### src/hdl/rhs_pkg.sv
package rhs_pkg;

   localparam int MAX_PATTERN_DEF   = 16;
   localparam int POSITION_BITS_DEF = 32;

   localparam int BYTE_BITS         = 8;
   localparam int WORD_BITS         = 64;
   localparam int LEN_BITS          = 5;
   localparam int RSP_POS_BITS      = 32;
   localparam int CSR_INDEX_BITS    = 2;
   localparam int PATTERN_REG_BYTES = 16;

   localparam logic [CSR_INDEX_BITS-1:0] CSR_PATTERN_LOW  = 2'd0;
   localparam logic [CSR_INDEX_BITS-1:0] CSR_PATTERN_HIGH = 2'd1;
   localparam logic [CSR_INDEX_BITS-1:0] CSR_PATTERN_LEN  = 2'd2;

   // inverse of 3 modulo 2^64, truncates to the inverse modulo any 2^w
   localparam logic [63:0] INV3_FULL = 64'hAAAA_AAAA_AAAA_AAAB;

   typedef enum logic [1:0] {
      ST_RUN,
      ST_HASH_INIT,
      ST_HASH,
      ST_CMP
   } state_type;

   typedef struct packed {
      logic accept;
      logic hash_init;
      logic hash_step;
      logic cmp_start;
      logic emit;
   } cmd_type;

   typedef struct packed {
      logic hit;
      logic hash_done;
      logic cmp_mismatch;
      logic cmp_end;
      logic out_free;
   } sts_type;

   // elaboration only
   function automatic logic [63:0] pow3(input int n);
      logic [63:0] p;
      p = 64'd1;
      for (int i = 0; i < n; i++) begin
         p = p * 64'd3;
      end
      return p;
   endfunction

   function automatic int hash_bits(input int max_len);
      return $clog2(pow3(max_len));
   endfunction

   // 4^i is 1 mod 3, so the sum of the 2-bit digits keeps the remainder
   function automatic logic [1:0] mod3(input logic [BYTE_BITS-1:0] b);
      logic [3:0] s;
      logic [1:0] r;
      s = 4'(b[7:6]) + 4'(b[5:4]) + 4'(b[3:2]) + 4'(b[1:0]);
      case (s)
         4'd0, 4'd3, 4'd6, 4'd9, 4'd12: r = 2'd0;
         4'd1, 4'd4, 4'd7, 4'd10:       r = 2'd1;
         4'd2, 4'd5, 4'd8, 4'd11:       r = 2'd2;
         default:                       r = 2'd0;
      endcase
      return r;
   endfunction

endpackage

### src/hdl/rhs_ctrl.sv
module rhs_ctrl (
   input  logic             clock,
   input  logic             reset,
   input  logic             req_valid,
   output logic             req_ready,
   input  logic             csr_we,
   input  rhs_pkg::sts_type sts,
   output rhs_pkg::cmd_type cmd
);
   import rhs_pkg::*;

   state_type state_ff, state_in;

   always_ff @(posedge clock) begin
      if (reset) begin
         state_ff <= ST_RUN;
      end else begin
         state_ff <= state_in;
      end
   end

   always_comb begin
      state_in  = state_ff;
      cmd       = '0;
      req_ready = 1'b0;
      case (state_ff)
         ST_RUN: begin
            req_ready  = !sts.hit;
            cmd.accept = req_valid && !sts.hit;
            if (sts.hit) begin
               cmd.cmp_start = 1'b1;
               state_in      = ST_CMP;
            end
         end
         ST_HASH_INIT: begin
            cmd.hash_init = 1'b1;
            state_in      = ST_HASH;
         end
         ST_HASH: begin
            cmd.hash_step = 1'b1;
            if (sts.hash_done) begin
               state_in = ST_RUN;
            end
         end
         ST_CMP: begin
            if (sts.out_free) begin
               cmd.emit = 1'b1;
               if (sts.cmp_mismatch || sts.cmp_end) begin
                  state_in = ST_RUN;
               end
            end
         end
         default: begin
            state_in = ST_RUN;
         end
      endcase
      // any register write restarts the pattern hash
      if (csr_we) begin
         cmd       = '0;
         req_ready = 1'b0;
         state_in  = ST_HASH_INIT;
      end
   end

`ifndef NO_ASSERTIONS
   a_cmp_hold: assert property (@(posedge clock) disable iff (reset)
      state_ff == ST_CMP && !(cmd.emit && (sts.cmp_mismatch || sts.cmp_end)) && !csr_we
      |=> state_ff == ST_CMP)
      else $error("compare run left before its last item");

   a_hit_in_run: assert property (@(posedge clock) disable iff (reset)
      sts.hit |-> state_ff == ST_RUN || $past(csr_we))
      else $error("hash hit outside the run state");
`endif

endmodule

### src/hdl/rhs_datapath.sv
module rhs_datapath #(
   parameter int MAX_PATTERN   = rhs_pkg::MAX_PATTERN_DEF,
   parameter int POSITION_BITS = rhs_pkg::POSITION_BITS_DEF
) (
   input  logic                                clock,
   input  logic                                reset,
   input  logic                                csr_we,
   input  logic [rhs_pkg::CSR_INDEX_BITS-1:0]  csr_index,
   input  logic [rhs_pkg::WORD_BITS-1:0]       csr_wdata,
   input  logic [rhs_pkg::BYTE_BITS-1:0]       req_text_byte,
   input  rhs_pkg::cmd_type                    cmd,
   output rhs_pkg::sts_type                    sts,
   input  logic                                rsp_ready,
   output logic                                rsp_valid,
   output logic [rhs_pkg::RSP_POS_BITS-1:0]    rsp_position,
   output logic                                rsp_found,
   output logic                                rsp_last
);
   import rhs_pkg::*;

   localparam int CNT_BITS = $clog2(MAX_PATTERN + 1);
   localparam int IDX_BITS = (MAX_PATTERN > 1) ? $clog2(MAX_PATTERN) : 1;
   localparam int HB       = hash_bits(MAX_PATTERN);
   localparam logic [HB-1:0] INV3_HB = HB'(INV3_FULL);

   logic [WORD_BITS-1:0]   pattern_low_ff, pattern_high_ff;
   logic [LEN_BITS-1:0]    pattern_len_ff;
   logic [2*WORD_BITS-1:0] pat_vec;

   logic [BYTE_BITS-1:0] pat_byte [MAX_PATTERN];
   logic [HB-1:0]        pow3_tbl [MAX_PATTERN];
   logic [BYTE_BITS-1:0] win_ff   [MAX_PATTERN];
   logic [BYTE_BITS-1:0] win_in   [MAX_PATTERN];
   logic [BYTE_BITS-1:0] win_up   [MAX_PATTERN];

   logic [CNT_BITS-1:0] used_n, n_m1;
   logic [IDX_BITS-1:0] fill_idx, nm1_idx;
   logic [CNT_BITS-1:0] fill_ff, fill_in;
   logic [IDX_BITS-1:0] idx_ff, idx_in;
   logic                check_ff, check_in;
   logic                filling, len_write, full_match;

   logic [HB-1:0] wh_ff, wh_in, ph_ff, ph_in;
   logic [HB-1:0] term_pow, term, diff, quot;
   logic [1:0]    new_digit, old_digit;

   logic [BYTE_BITS-1:0] cur_win, cur_pat;

   logic [POSITION_BITS-1:0] pos_ff, pos_in, cmp_pos_ff, cmp_pos_in;

   logic                    rsp_valid_ff, rsp_valid_in;
   logic [RSP_POS_BITS-1:0] rsp_position_ff;
   logic                    rsp_found_ff, rsp_last_ff;

   // configuration registers
   always_ff @(posedge clock) begin
      if (reset) begin
         pattern_low_ff  <= '0;
         pattern_high_ff <= '0;
         pattern_len_ff  <= LEN_BITS'(1);
      end else if (csr_we) begin
         case (csr_index)
            CSR_PATTERN_LOW:  pattern_low_ff  <= csr_wdata;
            CSR_PATTERN_HIGH: pattern_high_ff <= csr_wdata;
            CSR_PATTERN_LEN:  pattern_len_ff  <= csr_wdata[LEN_BITS-1:0];
            default: ;
         endcase
      end
   end

   assign pat_vec   = {pattern_high_ff, pattern_low_ff};
   assign len_write = csr_we && (csr_index == CSR_PATTERN_LEN);

   always_comb begin
      if (pattern_len_ff == '0) begin
         used_n = CNT_BITS'(1);
      end else if (int'(pattern_len_ff) > MAX_PATTERN) begin
         used_n = CNT_BITS'(MAX_PATTERN);
      end else begin
         used_n = CNT_BITS'(pattern_len_ff);
      end
   end

   assign n_m1     = used_n - CNT_BITS'(1);
   assign nm1_idx  = n_m1[IDX_BITS-1:0];
   assign fill_idx = fill_ff[IDX_BITS-1:0];
   assign filling  = fill_ff < used_n;

   for (genvar k = 0; k < MAX_PATTERN; k++) begin : g_slot
      assign pow3_tbl[k] = HB'(pow3(k));
      if (k < PATTERN_REG_BYTES) begin : g_pat
         assign pat_byte[k] = pat_vec[k*BYTE_BITS +: BYTE_BITS];
      end else begin : g_pat_zero
         assign pat_byte[k] = '0;
      end
      if (k < MAX_PATTERN - 1) begin : g_up
         assign win_up[k] = win_ff[k+1];
      end else begin : g_top
         assign win_up[k] = '0;
      end
   end

   assign cur_win = win_ff[idx_ff];
   assign cur_pat = pat_byte[idx_ff];

   // window bytes: fill at the fill count, else shift down and put the byte on top
   always_comb begin
      for (int k = 0; k < MAX_PATTERN; k++) begin
         win_in[k] = win_ff[k];
         if (cmd.accept) begin
            if (filling) begin
               if (fill_idx == IDX_BITS'(k)) begin
                  win_in[k] = req_text_byte;
               end
            end else if (nm1_idx == IDX_BITS'(k)) begin
               win_in[k] = req_text_byte;
            end else if (IDX_BITS'(k) < nm1_idx) begin
               win_in[k] = win_up[k];
            end
         end
      end
   end

   always_ff @(posedge clock) begin
      win_ff <= win_in;
   end

   // rolling hash; removing the oldest digit leaves an exact multiple of 3
   assign new_digit = mod3(req_text_byte);
   assign old_digit = mod3(win_ff[0]);
   assign term_pow  = filling ? pow3_tbl[fill_idx] : pow3_tbl[nm1_idx];
   assign diff      = wh_ff - HB'(old_digit);
   assign quot      = diff * INV3_HB;

   always_comb begin
      case (new_digit)
         2'd1:    term = term_pow;
         2'd2:    term = term_pow << 1;
         default: term = '0;
      endcase
   end

   assign full_match = !sts.cmp_mismatch && sts.cmp_end;

   always_comb begin
      wh_in    = wh_ff;
      fill_in  = fill_ff;
      check_in = cmd.accept && (!filling || (fill_ff + CNT_BITS'(1) == used_n));
      if (len_write || (cmd.emit && full_match)) begin
         wh_in   = '0;
         fill_in = '0;
      end else if (cmd.accept) begin
         if (filling) begin
            wh_in   = wh_ff + term;
            fill_in = fill_ff + CNT_BITS'(1);
         end else begin
            wh_in = quot + term;
         end
      end
   end

   // pattern hash by Horner from the top place down, and compare index
   always_comb begin
      ph_in      = ph_ff;
      idx_in     = idx_ff;
      pos_in     = cmd.accept ? pos_ff + POSITION_BITS'(1) : pos_ff;
      cmp_pos_in = cmp_pos_ff;
      if (cmd.hash_init) begin
         ph_in  = '0;
         idx_in = nm1_idx;
      end else if (cmd.hash_step) begin
         ph_in = (ph_ff << 1) + ph_ff + HB'(mod3(cur_pat));
         if (!sts.hash_done) begin
            idx_in = idx_ff - IDX_BITS'(1);
         end
      end else if (cmd.cmp_start) begin
         idx_in     = '0;
         cmp_pos_in = pos_ff - POSITION_BITS'(used_n) + POSITION_BITS'(1);
      end else if (cmd.emit) begin
         idx_in     = idx_ff + IDX_BITS'(1);
         cmp_pos_in = cmp_pos_ff + POSITION_BITS'(1);
      end
   end

   always_ff @(posedge clock) begin
      if (reset) begin
         wh_ff    <= '0;
         ph_ff    <= '0;
         fill_ff  <= '0;
         check_ff <= 1'b0;
         pos_ff   <= '0;
      end else begin
         wh_ff    <= wh_in;
         ph_ff    <= ph_in;
         fill_ff  <= fill_in;
         check_ff <= check_in;
         pos_ff   <= pos_in;
      end
   end

   always_ff @(posedge clock) begin
      idx_ff     <= idx_in;
      cmp_pos_ff <= cmp_pos_in;
   end

   assign sts.hit          = check_ff && (wh_ff == ph_ff);
   assign sts.hash_done    = idx_ff == '0;
   assign sts.cmp_mismatch = cur_win != cur_pat;
   assign sts.cmp_end      = idx_ff == nm1_idx;
   assign sts.out_free     = !rsp_valid_ff || rsp_ready;

   // result register
   always_comb begin
      if (cmd.emit) begin
         rsp_valid_in = 1'b1;
      end else if (rsp_ready) begin
         rsp_valid_in = 1'b0;
      end else begin
         rsp_valid_in = rsp_valid_ff;
      end
   end

   always_ff @(posedge clock) begin
      if (reset) begin
         rsp_valid_ff <= 1'b0;
      end else begin
         rsp_valid_ff <= rsp_valid_in;
      end
   end

   always_ff @(posedge clock) begin
      if (cmd.emit) begin
         rsp_position_ff <= RSP_POS_BITS'(cmp_pos_ff);
         rsp_found_ff    <= full_match;
         rsp_last_ff     <= sts.cmp_mismatch || sts.cmp_end;
      end
   end

   assign rsp_valid    = rsp_valid_ff;
   assign rsp_position = rsp_position_ff;
   assign rsp_found    = rsp_found_ff;
   assign rsp_last     = rsp_last_ff;

`ifndef NO_ASSERTIONS
   a_fill_bound: assert property (@(posedge clock) disable iff (reset)
      fill_ff <= used_n)
      else $error("window fill count beyond pattern length");

   a_match_clears: assert property (@(posedge clock) disable iff (reset)
      cmd.emit && full_match |=> fill_ff == '0 && wh_ff == '0)
      else $error("window not emptied after a full match");
`endif

endmodule

### src/hdl/rolling_hash_substring_search.sv
// results: a byte that completes a matching-hash window updates the registered hash;
//   a hit then gives up to pattern length results, one per cycle when not stalled
// throughput: one text byte per cycle; input stalls on a hash hit while its results go out
// a register write stalls input while the pattern hash is rebuilt
// reset: synchronous, active high; pattern cleared to length 1, window empty, position zero
module rolling_hash_substring_search #(
   parameter int MAX_PATTERN   = rhs_pkg::MAX_PATTERN_DEF,
   parameter int POSITION_BITS = rhs_pkg::POSITION_BITS_DEF
) (
   input  logic                               clock,
   input  logic                               reset,
   input  logic                               csr_we,
   input  logic [rhs_pkg::CSR_INDEX_BITS-1:0] csr_index,
   input  logic [rhs_pkg::WORD_BITS-1:0]      csr_wdata,
   input  logic                               req_valid,
   output logic                               req_ready,
   input  logic [rhs_pkg::BYTE_BITS-1:0]      req_text_byte,
   output logic                               rsp_valid,
   input  logic                               rsp_ready,
   output logic [rhs_pkg::RSP_POS_BITS-1:0]   rsp_position,
   output logic                               rsp_found,
   output logic                               rsp_last
);
   import rhs_pkg::*;

   cmd_type cmd;
   sts_type sts;

   rhs_ctrl u_ctrl (
      .clock     (clock),
      .reset     (reset),
      .req_valid (req_valid),
      .req_ready (req_ready),
      .csr_we    (csr_we),
      .sts       (sts),
      .cmd       (cmd)
   );

   rhs_datapath #(
      .MAX_PATTERN   (MAX_PATTERN),
      .POSITION_BITS (POSITION_BITS)
   ) u_datapath (
      .clock         (clock),
      .reset         (reset),
      .csr_we        (csr_we),
      .csr_index     (csr_index),
      .csr_wdata     (csr_wdata),
      .req_text_byte (req_text_byte),
      .cmd           (cmd),
      .sts           (sts),
      .rsp_ready     (rsp_ready),
      .rsp_valid     (rsp_valid),
      .rsp_position  (rsp_position),
      .rsp_found     (rsp_found),
      .rsp_last      (rsp_last)
   );

endmodule
### config.mk
export PLATFORM = sky130hd
export DESIGN_NAME = rolling_hash_substring_search
export DESIGN_NICKNAME = d
export VERILOG_FILES = /design/src/hdl/rhs_pkg.sv /design/src/hdl/rhs_ctrl.sv /design/src/hdl/rhs_datapath.sv /design/src/hdl/rolling_hash_substring_search.sv
export SDC_FILE = /design/constraint.sdc
export NUM_CORES = 2
export LEC_CHECK = 0
export BUFFER_PORTS_ARGS = -buffer_cell sky130_fd_sc_hd__buf_2
export CAP_MARGIN = 25
export CORE_MARGIN = 2
export CORE_UTILIZATION = 58
export CTS_CLUSTER_DIAMETER = 150
export DETAILED_ROUTE_END_ITERATION = 6
export GPL_TIMING_DRIVEN = 1
export PLACE_DENSITY_LB_ADDON = 0.12
export SLEW_MARGIN = 40
export SYNTH_ARGS = -nofsm -noshare
export SYNTH_HDL_FRONTEND = slang
export SYNTH_SLANG_ARGS = --single-unit
### constraint.sdc
create_clock -name clock -period 9.2 [get_ports clock]
set_input_delay 0 -clock clock [delete_from_list [all_inputs] [get_ports clock]]
set_output_delay 0 -clock clock [all_outputs]
set_load 0.03 [all_outputs]
# Word level (Yosys, flattened, before mapping)
# Memory sizes are Yosys's and may differ from the RTL's.
# Cells that the tools add are included.
[classes]
n_bitwise = 5
muxes = 106
order_cmp = 21
n_reduce_logical = 66
multipliers = 1
n_eq_ne = 66
addsub = 22
[op_table]
columns = ["op", "n"]
rows = [
  ["$mux 8", 68],
  ["$mux 26", 6],
  ["$add 32x1->32 const B", 3],
  ["$add 26x26->26", 3],
  ["$bmux 8 s4", 2],
  ["$eq 4x4->1 const B", 16],
  ["$mux 32", 2],
  ["$pmux 26 s2", 1],
  ["$reduce_and 3->1", 17],
  ["$reduce_bool 3->1", 16],
  ["$ne 2x2->1 const B", 18],
  ["$eq 4x3->1 const B", 8],
  ["$lt 4x4->1 const A", 8],
  ["$sub 32x5->32", 1],
  ["$add 26x2->26", 1],
  ["$eq 26x26->1", 1],
  ["$mul 26x26->26 const B", 1],
  ["$sub 26x2->26", 1],
  ["$add 4x2->4", 6],
  ["$mux 4", 5],
  ["$eq 4x2->1 const B", 4],
  ["$lt 3x4->1 const A", 4],
  ["$ge 5x5->1 const B", 3],
  ["$mux 5", 3],
  ["33 further kinds", 89],
]
[word_totals]
output_inout_bits = 36
register_bits = 424
input_bits = 79
rom_bits = 928
elab_cells = 324
n_memories = 5
[mem_list]
columns = ["name", "words", "width", "rd", "rd_ports_with_merged_regs", "write_ports", "line_no", "text"]
rows = [
  ["(name not given)", 16, 26, 1, 0, 0, "rhs_datapath.sv:131", "assign term_pow = filling ? pow3_tbl[fill_idx] : pow3_tbl[nm1_idx];"],
  ["(name not given)", 16, 26, 1, 0, 0, "rhs_datapath.sv:131", ""],
  ["(name not given)", 16, 2, 1, 0, 0, "rhs_pkg.sv:62", "case (s)"],
  ["(name not given)", 16, 2, 1, 0, 0, "rhs_pkg.sv:62", ""],
  ["(name not given)", 16, 2, 1, 0, 0, "rhs_pkg.sv:62", ""],
]

# Longest topological paths before layout
[depth]
ltp_word = 12
ltp_mapped = 39
mapped_depth_nobuf = 39

# Hierarchy
# Synthesis repeated with hierarchy kept, for this count alone.
[hier_totals]
hier_cells = 3355
hier_area_um2 = 32741.4
[by_module_without_submodules]
columns = ["mod", "n_inst", "area_each_um2", "cells_per_inst"]
rows = [
  ["rhs_datapath", 1, 32567.5, 3336],
  ["rhs_ctrl", 1, 173.9, 19],
]

# Worst setup path after synthesis
# OpenSTA, ideal clock, no wires.
[synth_path]
path_kind = "reg-to-reg"
from = "reg u_datapath.win_ff[124] (netlist name)"
to = "reg u_datapath.wh_ff[24]"
stages_incl_launch_ff = 38
required_ns = 9.109
setup_slack_ns = -0.033
arrival_ns = 9.142
n_path_buf = 0
cell_sequence = "edfxtp_1 > ha_1 > inv_1 > fa_1 > fa_1 > inv_1 > ha_1 > inv_1 > fa_1 > mux2_2 > nand2_1 > o21a_1 > inv_1 > fa_1 > nor2b_1 > nand3_1 > xor2_1 > inv_1 > [2 not listed] > inv_1 > fa_1 > fa_1 > inv_1 > ha_1 > fa_1 > inv_1 > fa_1 > inv_1 > ha_1 > a21o_1 > a21o_1 > a21oi_1 > nor3b_1 > a211oi_1 > o311ai_0 > a21oi_1 > a311oi_1"
[synth_between]
elab_chain_cells = 9
word_cells_on_any_way = 17
[synth_rtl]
columns = ["item", "line_no", "text"]
rows = [
  ["start, declared", "rhs_datapath.sv:32", "logic [BYTE_BITS-1:0] win_ff [MAX_PATTERN];"],
  ["start signal, assigned", "rhs_datapath.sv:125", "win_ff <= win_in;"],
  ["parallel branches: the longest is 9 deep, another holds $sub 26x2->26", "-", ""],
  ["end signal, assigned", "rhs_datapath.sv:193", "wh_ff <= wh_in;"],
  ["end, declared", "rhs_datapath.sv:43", "logic [HB-1:0] wh_ff, wh_in, ph_ff, ph_in;"],
]
# Several ways; the timed one is not identified. The select of a mux whose other input is x is not followed.
# A chain may end at the register's enable or synchronous reset.

# Worst setup path in the final report
[layout_path]
from = "reg u_datapath.win_ff[126] (netlist name)"
to = "reg u_datapath.wh_ff[22]"
# The elaborated chain is that of the path after synthesis.

==> run_results.csv <==
group,metric,value,unit
run_status,outcome,"complete, but fails checks",
run_status,violations,"setup timing",
synthesis,synth_compound_area_share,11.9,%
timing,fmax,108,MHz
timing,max-slew-margin-rel,43.3,%
drt,drtIter0Drc,2066,
finish,finalNonFillerCells,4614,
drt,first_pass_iters,5,
synthesis,yosys-top-cells-count,"460 x nand2_1, 426 x inv_1, 319 x ha_1",
floorplan,start_util,58.7,%
grt,grt_usage,31.2,%
floorplan,fp-row-count,87,
drt,routed-wl-met2,43800,um
clock_network,clk_latency,600,ps
clock_network,root_buffer,"clkbuf_16",
timing,fin_skew,14.7,ps
synthesis,synth_top_area_cell,"edfxtp_1",
synthesis,synth-seq-cells,424,
synthesis,ys_types,87,
timing,min_period,9270,ps
clock_network,numCtsBuffers,48,
drt,wirelength_met1,39900,um
synthesis,synth_xor_area_share,6.31,%
critical_path,crit_path_top_delay_cell,"fa_2",
grt,grt_pass1_wl,146000,um
critical_path,crit_path_frequent_cell,"fa_1",
drt,routed_via_density,5.87,
floorplan,fp.dieH,243,um
synthesis,async_reset_ff_share,0,%
placed_design,dp_hpwl,69500,um
synthesis,synth_seq_area_share,31.6,%
flow_run,cap_violations,0,
placed_design,io_buffers,114,
drt,routedWlPerCell,20.1,um
floorplan,core,56400,um2
critical_path,critPathMaxStageDelay,550,ps
timing,final-setup-viol-count,2,
synthesis,syn_avg_cell_area,9.40,um2
placed_design,post-place-cells,4416,
floorplan,pin_count,115,
critical_path,arrival,9750,ps
finish,nNetsFinal,4368,
clock_network,cts_sinks,424,
grt,gr-total-overflow,0,
grt,grt_pass1_vias,26911,
drt,vias,27090,
drt,ant_nets,0,
drt,post-route-drc-count,0,
timing,rsz0062_at_grt,"true",
critical_path,crit_required,9680,ps
grt,grt_max_degree,87,
drt,top_layer,"met5",
timing,fin_ws,-68.3,ps
synthesis,syn_area,33100,um2
synthesis,synth_most_common_cell,"nand2_1",
placed_design,place.gp.congestion,0.959,
synthesis,synth-simple-area-share,13.1,%
clock_network,cts_tree,"yes",
synthesis,synth_edf_count,198,
timing,period_share,101,%
floorplan,fp.dieW,243,um
drt,routed_wl,92500,um
synthesis,syn_nets,4072,
synthesis,synthAdderAreaFrac,21.4,%
clock_network,clockBufferDepth,3,
min_path,hold_class,"primary input to flip-flop",
clock_network,path_clk_slew,60,ps
finish,utilization,69.1,%
synthesis,synth.area.mux_share,8.79,%
floorplan,die-area,59000,um2
finish,layout-drive-gt1-share,19.1,%
synthesis,synthTopCellsByArea,"edfxtp_1 18%, dfxtp_1 14%, ha_1 12%",
critical_path,critPathCaptureType,"flip-flop",
timing,slew_viol_final,0,
timing,setup_tns,-102,ps
finish,area_delta_synth_final,17.8,%
drt,wl_met3,6830,um
critical_path,crit_path_start_kind,"flip-flop",
grt,antenna_found_initial,3,
critical_path,worstSetupPathType,"flip-flop to flip-flop",
synthesis,synth_top_area_share,18.0,%
clock_network,cts-htree-levels,2,
timing,tightest_slew,851,ps
placed_design,pre_cts_slack,-686,ps
synthesis,synthFlopType,"dfxtp_1",
synthesis,synth_cells,3519,
synthesis,yosys_warnings,0,
critical_path,crit_path_max_fanout,4,
timing,hold_viol_final,0,
synthesis,synth_top_family_by_area,"adder cells",
-- repair_timing --
action | 4_1_cts | 5_1_grt
hold buffers | 79 | 0
pin swaps | 42 | 92
buffers inserted | 11 | 15
endpoints found under the setup margin | 12 | 15
resized for setup | 65 | 104
endpoints found under the hold margin | 207 | 0
-- layout make-up --
class | instances | area [um2]
Fill cell | 4364 | 17400
Tap cell | 756 | 946
Inverter | 430 | 1610
Multi-Input combinational cell | 2504 | 21200
Antenna cell | 3 | 7.51
Sequential cell | 424 | 10500
Clock inverter | 24 | 293
Timing Repair Buffer | 407 | 3040
Clock buffer | 66 | 1370
-- metal layers --
layer  GRT usage [%]  vias up
met1            43.9    13270
met2            51.1      994
met4            7.40        2
li1                -    12676
met5               0        -
met3            4.78      148
-- sequential cells by signal, summed over array words and instances, names as in the netlist --
register                    cells
u_datapath.rsp_last             1
u_datapath.rsp_found            1
u_datapath.pattern_low_ff      64
u_datapath.rsp_position        32
u_datapath.fill_ff              5
u_datapath.ph_ff               26
u_datapath.check_ff             1
u_datapath.wh_ff               26
u_datapath.pattern_high_ff     64
u_datapath.win_ff             128
u_datapath.cmp_pos_ff          32
u_ctrl.state_ff                 2
u_datapath.rsp_valid            1
u_datapath.pos_ff              32
u_datapath.pattern_len_ff       5
u_datapath.idx_ff               4
-- critical path: cells and delay by family (launching register included) --
kind                       cells  cell delay [ps]
muxes                          1              300
and+or+nand+nor                7              950
adders and majority gates     14             5450
DFF                            1              360
buffers and inverters         11              840
AOI/OAI and AO/OA              7             1260
-- cell families (layout without fill, tap and decap cells) --
| logic type | Yosys count | in the layout |
|---|---|---|
| multiplexers | 182 | 182 |
| flip-flops | 424 | 424 |
| AO/OA/AOI/OAI | 648 | 648 |
| adder cells (fa/ha/maj) | 474 | 474 |
| AND/OR/NAND/NOR | 965 | 965 |
| buffers and inverters | 591 | 927 |
| XOR/XNOR | 235 | 235 |
| other | 0 | 3 |
-- worst paths after layout --
| path | start | to | slack, ps | cells after the start |
|---|---|---|---|---|
| worst min-delay path | csr_index[1] | u_datapath.pattern_len_ff[0] | 50 | 3 |
| worst max-delay path | u_datapath.win_ff[126] | u_datapath.wh_ff[22] | -70 | 40 |
| worst min register to register | u_datapath.pattern_high_ff[50] | u_datapath.pattern_high_ff[50] | 450 | 2 |
| worst max register to register | u_datapath.win_ff[126] | u_datapath.wh_ff[22] | -70 | 40 |
-- through the flow --
stage	area, um2	hold slack, ps
global placement	35400	254
detailed placement	35500	258
global route	39000	53.2
CTS	38400	13.1
floorplan	33100	136
finish	39000	48.0
-- cell usage in the layout, fill, tap and decap left out, types with 50 or more instances in the layout --
cell	instances
ha_1	290
nor2_1	203
buf_2	113
inv_1	408
o21ai_0	103
xnor2_1	150
clkbuf_16	50
mux4_2	78
nand2_1	455
a21oi_1	283
fa_1	147
xor2_1	65
buf_4	201
dlygate4sd3_1	79
mux2_2	87
dfxtp_1	226
edfxtp_1	198
nor3_1	61
Power is left out: the tool's default activity adds up to more than one toggle a clock period on the data nets, which glitch-free logic cannot reach.
